[src/hw/rtl/gshare_tournament_branch_predictor_macros.svh]
// ----------------------------------------------------------------------------
// gshare tournament branch predictor assertion macros
// concurrent assertion wrappers, empty when building for synthesis
// ----------------------------------------------------------------------------
`ifndef GSHARE_TOURNAMENT_BRANCH_PREDICTOR_MACROS_SVH
`define GSHARE_TOURNAMENT_BRANCH_PREDICTOR_MACROS_SVH

`ifndef SYNTHESIS

// property checked on every rising edge, off while reset is asserted
`define GTBP_ASSERT(lbl, clk, rst_n, prop, msg) \
	lbl: assert property (@(posedge clk) disable iff (!rst_n) prop) else $error(msg);

// property checked on every rising edge, reset included
`define GTBP_ASSERT_ALWAYS(lbl, clk, prop, msg) \
	lbl: assert property (@(posedge clk) prop) else $error(msg);

`else

`define GTBP_ASSERT(lbl, clk, rst_n, prop, msg)
`define GTBP_ASSERT_ALWAYS(lbl, clk, prop, msg)

`endif

`endif

[src/hw/rtl/gtbp_pkg.sv]
// ----------------------------------------------------------------------------
// gtbp_pkg
// shared types, codes, sizes and helper functions of the branch predictor
// ----------------------------------------------------------------------------
`default_nettype none

package gtbp_pkg;

	// table geometry
	localparam int GHIST_MAX = 13;
	localparam int LHIST_MAX = 11;
	localparam int PC_MAX    = 11;

	localparam int GSIZE = 1 << GHIST_MAX;
	localparam int LSIZE = 1 << LHIST_MAX;
	localparam int PSIZE = 1 << PC_MAX;

	// clear counter spans the deepest table
	localparam int CLR_W_GL = (GHIST_MAX > LHIST_MAX) ? GHIST_MAX : LHIST_MAX;
	localparam int CLR_W    = (CLR_W_GL > PC_MAX) ? CLR_W_GL : PC_MAX;

	// configuration port
	localparam int CFG_IDX_W  = 8;
	localparam int CFG_DATA_W = 4;

	localparam logic [CFG_IDX_W-1:0] REG_MODE  = 8'd0;
	localparam logic [CFG_IDX_W-1:0] REG_GBITS = 8'd1;
	localparam logic [CFG_IDX_W-1:0] REG_LBITS = 8'd2;
	localparam logic [CFG_IDX_W-1:0] REG_PBITS = 8'd3;

	// predictor modes
	localparam logic [1:0] MODE_STATIC     = 2'd0;
	localparam logic [1:0] MODE_GSHARE     = 2'd1;
	localparam logic [1:0] MODE_TOURNAMENT = 2'd2;

	// register reset values
	localparam logic [1:0]            MODE_RST  = MODE_GSHARE;
	localparam logic [CFG_DATA_W-1:0] GBITS_RST = 4'd13;
	localparam logic [CFG_DATA_W-1:0] LBITS_RST = 4'd11;
	localparam logic [CFG_DATA_W-1:0] PBITS_RST = 4'd11;

	// item functions
	localparam logic FUNC_PREDICT = 1'b0;
	localparam logic FUNC_TRAIN   = 1'b1;

	// 2-bit saturating counter
	typedef logic [1:0] ctr_t;
	localparam ctr_t CTR_MIN  = 2'd0;
	localparam ctr_t CTR_WEAK = 2'd1;
	localparam ctr_t CTR_MAX  = 2'd3;

	typedef enum logic [2:0] {
		ST_CLEAR,
		ST_IDLE,
		ST_RD_A,
		ST_RD_B,
		ST_EXEC
	} state_t;

	// controller to datapath
	typedef struct packed {
		logic clr_en;
		logic load_in;
		logic rd_a;
		logic rd_b;
		logic exec;
	} ctrl_cmd_t;

	// datapath to controller
	typedef struct packed {
		logic clr_last;
		logic out_full;
	} dp_status_t;

	// saturating step up or down
	function automatic ctr_t bump(input ctr_t ctr, input logic up);
		ctr_t res;
		if (up) begin
			res = (ctr == CTR_MAX) ? CTR_MAX : ctr + 2'd1;
		end else begin
			res = (ctr == CTR_MIN) ? CTR_MIN : ctr - 2'd1;
		end
		return res;
	endfunction

	// low-order ones, as many as bits says; wider counts give all ones
	function automatic logic [31:0] width_mask(input logic [CFG_DATA_W-1:0] bits);
		logic [31:0] m;
		for (int i = 0; i < 32; i++) begin
			m[i] = (int'(bits) > i);
		end
		return m;
	endfunction

endpackage

`default_nettype wire

[src/hw/rtl/gtbp_ctrl.sv]
// ----------------------------------------------------------------------------
// gtbp_ctrl
// sequencer: table clear after reset, then accept, two reads, execute
// ----------------------------------------------------------------------------
`default_nettype none

`include "gshare_tournament_branch_predictor_macros.svh"

module gtbp_ctrl (
	input  wire                     clk,
	input  wire                     arst_n,
	input  wire                     in_valid,
	output logic                    in_ready,
	input  gtbp_pkg::dp_status_t    sts,
	output gtbp_pkg::ctrl_cmd_t     cmd
);
	import gtbp_pkg::*;

	state_t state_q;
	state_t state_d;

	// state register
	always_ff @(posedge clk or negedge arst_n) begin
		if (!arst_n) begin
			state_q <= ST_CLEAR;
		end else begin
			state_q <= state_d;
		end
	end

	// next state and commands
	always_comb begin
		state_d     = state_q;
		cmd         = '0;
		in_ready    = 1'b0;
		case (state_q)
			ST_CLEAR: begin
				cmd.clr_en = 1'b1;
				if (sts.clr_last) begin
					state_d = ST_IDLE;
				end
			end
			ST_IDLE: begin
				in_ready    = 1'b1;
				cmd.load_in = in_valid;
				if (in_valid) begin
					state_d = ST_RD_A;
				end
			end
			ST_RD_A: begin
				cmd.rd_a = 1'b1;
				state_d  = ST_RD_B;
			end
			ST_RD_B: begin
				cmd.rd_b = 1'b1;
				state_d  = ST_EXEC;
			end
			ST_EXEC: begin
				// hold while the previous result is still waiting
				if (!sts.out_full) begin
					cmd.exec = 1'b1;
					state_d  = ST_IDLE;
				end
			end
			default: begin
				state_d = ST_CLEAR;
			end
		endcase
	end

	// sequencing checks
	`GTBP_ASSERT(a_accept_reads, clk, arst_n, (in_valid && in_ready) |=> (state_q == ST_RD_A), "accepted word did not start its reads")
	`GTBP_ASSERT(a_rd_b_exec, clk, arst_n, cmd.rd_b |=> (state_q == ST_EXEC), "second read not followed by execute")
	`GTBP_ASSERT(a_exec_room, clk, arst_n, cmd.exec |-> !sts.out_full, "execute while output register is occupied")
	`GTBP_ASSERT(a_exec_idle, clk, arst_n, cmd.exec |=> in_ready, "not ready after execute")

endmodule

`default_nettype wire

[config.mk]
export PLATFORM = sky130hd
export DESIGN_NAME = gtbp_ctrl
export DESIGN_NICKNAME = d
export VERILOG_FILES = /design/src/hw/rtl/gtbp_pkg.sv /design/src/hw/rtl/gtbp_ctrl.sv
export VERILOG_INCLUDE_DIRS = /design/src /design/src/hw/rtl
export SDC_FILE = /design/constraint.sdc
export NUM_CORES = 1
export LEC_CHECK = 0
export ABC_CLOCK_PERIOD_IN_PS = 3100
export BUFFER_PORTS_ARGS = -buffer_cell sky130_fd_sc_hd__buf_2
export CAP_MARGIN = 20
export CORE_AREA = 4 4 41 43
export DETAILED_ROUTE_END_ITERATION = 6
export DIE_AREA = 0 0 45 47
export GPL_TIMING_DRIVEN = 0
export PLACE_DENSITY = 0.44
export SLEW_MARGIN = 25
export SYNTH_ARGS = -nofsm -noshare
export SYNTH_HDL_FRONTEND = slang
export SYNTH_SLANG_ARGS = --single-unit
export TNS_END_PERCENT = 10
[constraint.sdc]
create_clock -name clk -period 3.1 [get_ports clk]
set_input_delay 0.31 -clock clk [delete_from_list [all_inputs] [get_ports clk]]
set_output_delay 0.31 -clock clk [all_outputs]
set_load 0.005 [all_outputs]
; ---- After elaboration in Yosys (flattened, before gate mapping)
; Index checks and enable logic that the tools add are counted.
[word_totals]
register_bits = 3
in_bits = 5
output_inout_bits = 6
[classes]
eq_ne = 7
muxes = 11
n_reduce_logical = 2
[op_table]
columns = cell, count
row1 = 3-bit one-hot mux with 5 select lines, 1
row2 = 3-bit two-way mux, 3
row3 = 1-bit two-way mux, 7
row4 = "3-bit by 2-bit equality test with 1-bit output, second input constant", 2
row5 = "2-bit != test, second input constant", 3
row6 = "3-bit by 1-bit equality test with 1-bit output, second input constant", 1
row7 = "3-bit equality test, second input constant", 1
row8 = 3-bit logical NOT, 1
row9 = 3-bit AND reduction, 1

; ---- Longest topological paths before layout
[depth]
word_depth = 3
depth_mapped = 3

; ---- Worst setup path after synthesis
; OpenSTA, ideal clock, no wires.
[synth_path]
path_type = register to output
startpoint = register state_q[1]
endpoint = output port cmd[3] (netlist bit)
arrival_time_ps = 822
t_required_ps = 2790
setup_slack_ps = 1968
path_stages_with_launch = 3
cell_sequence = dfrtp_1 -> buf_6 -> nor4bb_1
[synth_lines]
columns = element, line
row1 = from (decl), gtbp_ctrl.sv:19  ; state_t state_q;
row2 = from (signal assigned), gtbp_ctrl.sv:27  ; state_q <= state_d;
row3 = to (decl), gtbp_ctrl.sv:15  ; output gtbp_pkg::ctrl_cmd_t cmd

==> impl_metrics.ini <==
[clocking]
cts_buffer_depth = 2
cts_tree = yes
numCtsBuffers = 3
cts_root_buf = clkbuf_4
cts.clk_slew.worst_paths_ps = 30
cts_setup_buffers = 0
cts_sinks = 3
htreeDepth = 1
clock_latency_ps = 230

[routing]
avgRoutedWirePerCell_um = 10.2
ant_nets = 0
wl_um = 522
initialDrtViolationCount = 7
vias = 201
drc_errors = 0
vias_per_cell = 3.94
first_pass_iters = 4

[layout]
top_regs = state_q: 3 flops
antenna_cells = 0
stdcell_count = 51
regMostFlops = state_q
ff_latch_area_um2 = 75.1
layout_common_cells = buf_2, clkbuf_4, dfrtp_1
fillers = 149
synthToLayoutAreaGrowth_pct = 50.6
final_common_cell = buf_2
drive_gt1_share_pct = 47.2
largest_reg_flops = 3
final_nets = 42
fin_area_um2 = 313
multi_input_area_um2 = 111

[synth]
synth_seq_cells = 3
ys_top_cells_by_area = dfrtp_1, nor4b_2, buf_6
synth_largest_area_cell = dfrtp_1
avgSynthCellArea_um2 = 9.89
netlist.area_leader.share_pct = 36.1
synth_warnings = 0
ys_seq_area_share_pct = 36.1
syn_inst = 21
yosys.cell_types.count = 17
syn_area_um2 = 208
synth_nets = 26

[placed_design]
globalplace.congestion = 0.626
place_hpwl_um = 382
placedCellCount = 46
io_buffers = 10
place_area_um2 = 277

[timing]
worst_pin_slew_ps = 283
skew_ps = 1.25
clock.fmax_mhz = 650
period_share_pct = 49.7
maxSlewViolCount = 0
hold_viol_final = 0
period_needed_ps = 1540
tns_ps = 0
setup_viol = 0
grt_setup_unrepaired = no
slew_headroom_pct = 80.9

[grt]
grt-ovfl-total = 0
grt_usage_pct = 6.40
grt_start_max_net_pins = 11
grt_pass1_wl_um = 917
grt_pass1_vias = 225
antenna_found_initial = 0

[power]
ir_drop_mv = 0.314
power_density_mw_per_mm2 = 937
finalPower_mw = 0.293
leakagePower_nw = 0.157

[critical_path]
path_class = flop to output port
end_kind = output port
start_kind = flop
cp_max_fo = 10
crit_arrival_ps = 1230
required_ps = 2790

[floorplan]
initial_core_util_pct = 16.0
num_io_pins = 11
die_y_um = 47
die_area_mm2 = 0.00212
fp.dieW_um = 45
row_count = 13
core-area_mm2 = 0.00130

[job]
cap_violations = 0

[min_path]
hp-class = input port to flop

[run_status]
status = finished clean
==> power breakdown <==
group	switching, mW	total, mW	internal, mW
Combinational	0.0796	0.163	0.0837
Clock	0.0183	0.0664	0.0481
Sequential	0.00681	0.0632	0.0564
Total	0.105	0.293	0.188
==> cell usage after synthesis <==
| library cell | instances |
|---|---|
| a211o_1 | 1 |
| a21oi_1 | 1 |
| a31o_1 | 1 |
| and2_1 | 1 |
| and3b_1 | 1 |
| buf_2 | 2 |
| buf_6 | 1 |
| dfrtp_1 | 3 |
| nand2b_1 | 1 |
| nand3b_1 | 1 |
| nor2_1 | 2 |
| nor3_1 | 1 |
| nor3b_1 | 1 |
| nor4b_1 | 1 |
| nor4b_2 | 1 |
| nor4bb_1 | 1 |
| or2_0 | 1 |
==> layer usage <==
layer / up-vias / GRT usage, % / part of all wire [%]
met5: - / 0 / 0
met4: 0 / 7.02 / 0
met3: 0 / 2.68 / 9.2
met2: 13 / 8.76 / 39
met1: 84 / 7.05 / 51
li1: 104 / - / -
==> stage by stage <==
stage	setup slack [ps]	hold WS [ps]	util, %
2_1_floorplan	1970	14.4	-
3_3_place_gp	1840	108	21.3
3_5_place_dp	1820	110	21.3
4_1_cts	1540	348	24.0
5_1_grt	1460	361	24.0
6_report	1560	357	24.0
==> worst max-delay path, cell delays in order (launching register included) <==
cell,delay (ps)
dfrtp_1,340
buf_2,160
nor4b_2,320
buf_2,170
==> final cells by class <==
type / instances / share of cell area (%)
plain buffers: 3 / 6.80
clock buffers: 4 / 8.40
multi-input cells: 15 / 35.6
flip-flops and latches: 3 / 24.0
well taps: 15 / 6.00
repair buffers: 11 / 19.2
==> repair_timing <==
item	4_1_cts	5_1_grt
hold endpoints to repair	3	0
hold buffers	1	0
gates resized for setup	0	0
==> cells by family after synthesis <==
kind of cell | synth area share [%]
simple gates | 42.8
flops | 36.1
compound gates | 10.8
buf+inv | 10.2
==> path summary, 6_finish.rpt <==
kind                       startpoint  depth (start not counted)    endpoint  slack (ps)
min reg2reg                state_q[2]                          2  state_q[1]         610
max                        state_q[0]                          3      cmd[0]        1560
min in group asynchronous      arst_n                          2  state_q[0]         410
max in group asynchronous      arst_n                          2  state_q[2]        2580
max reg2reg                state_q[1]                          3  state_q[0]        1940
min                            sts[0]                          2  state_q[2]         360
Power figures use the tool's default switching activity.
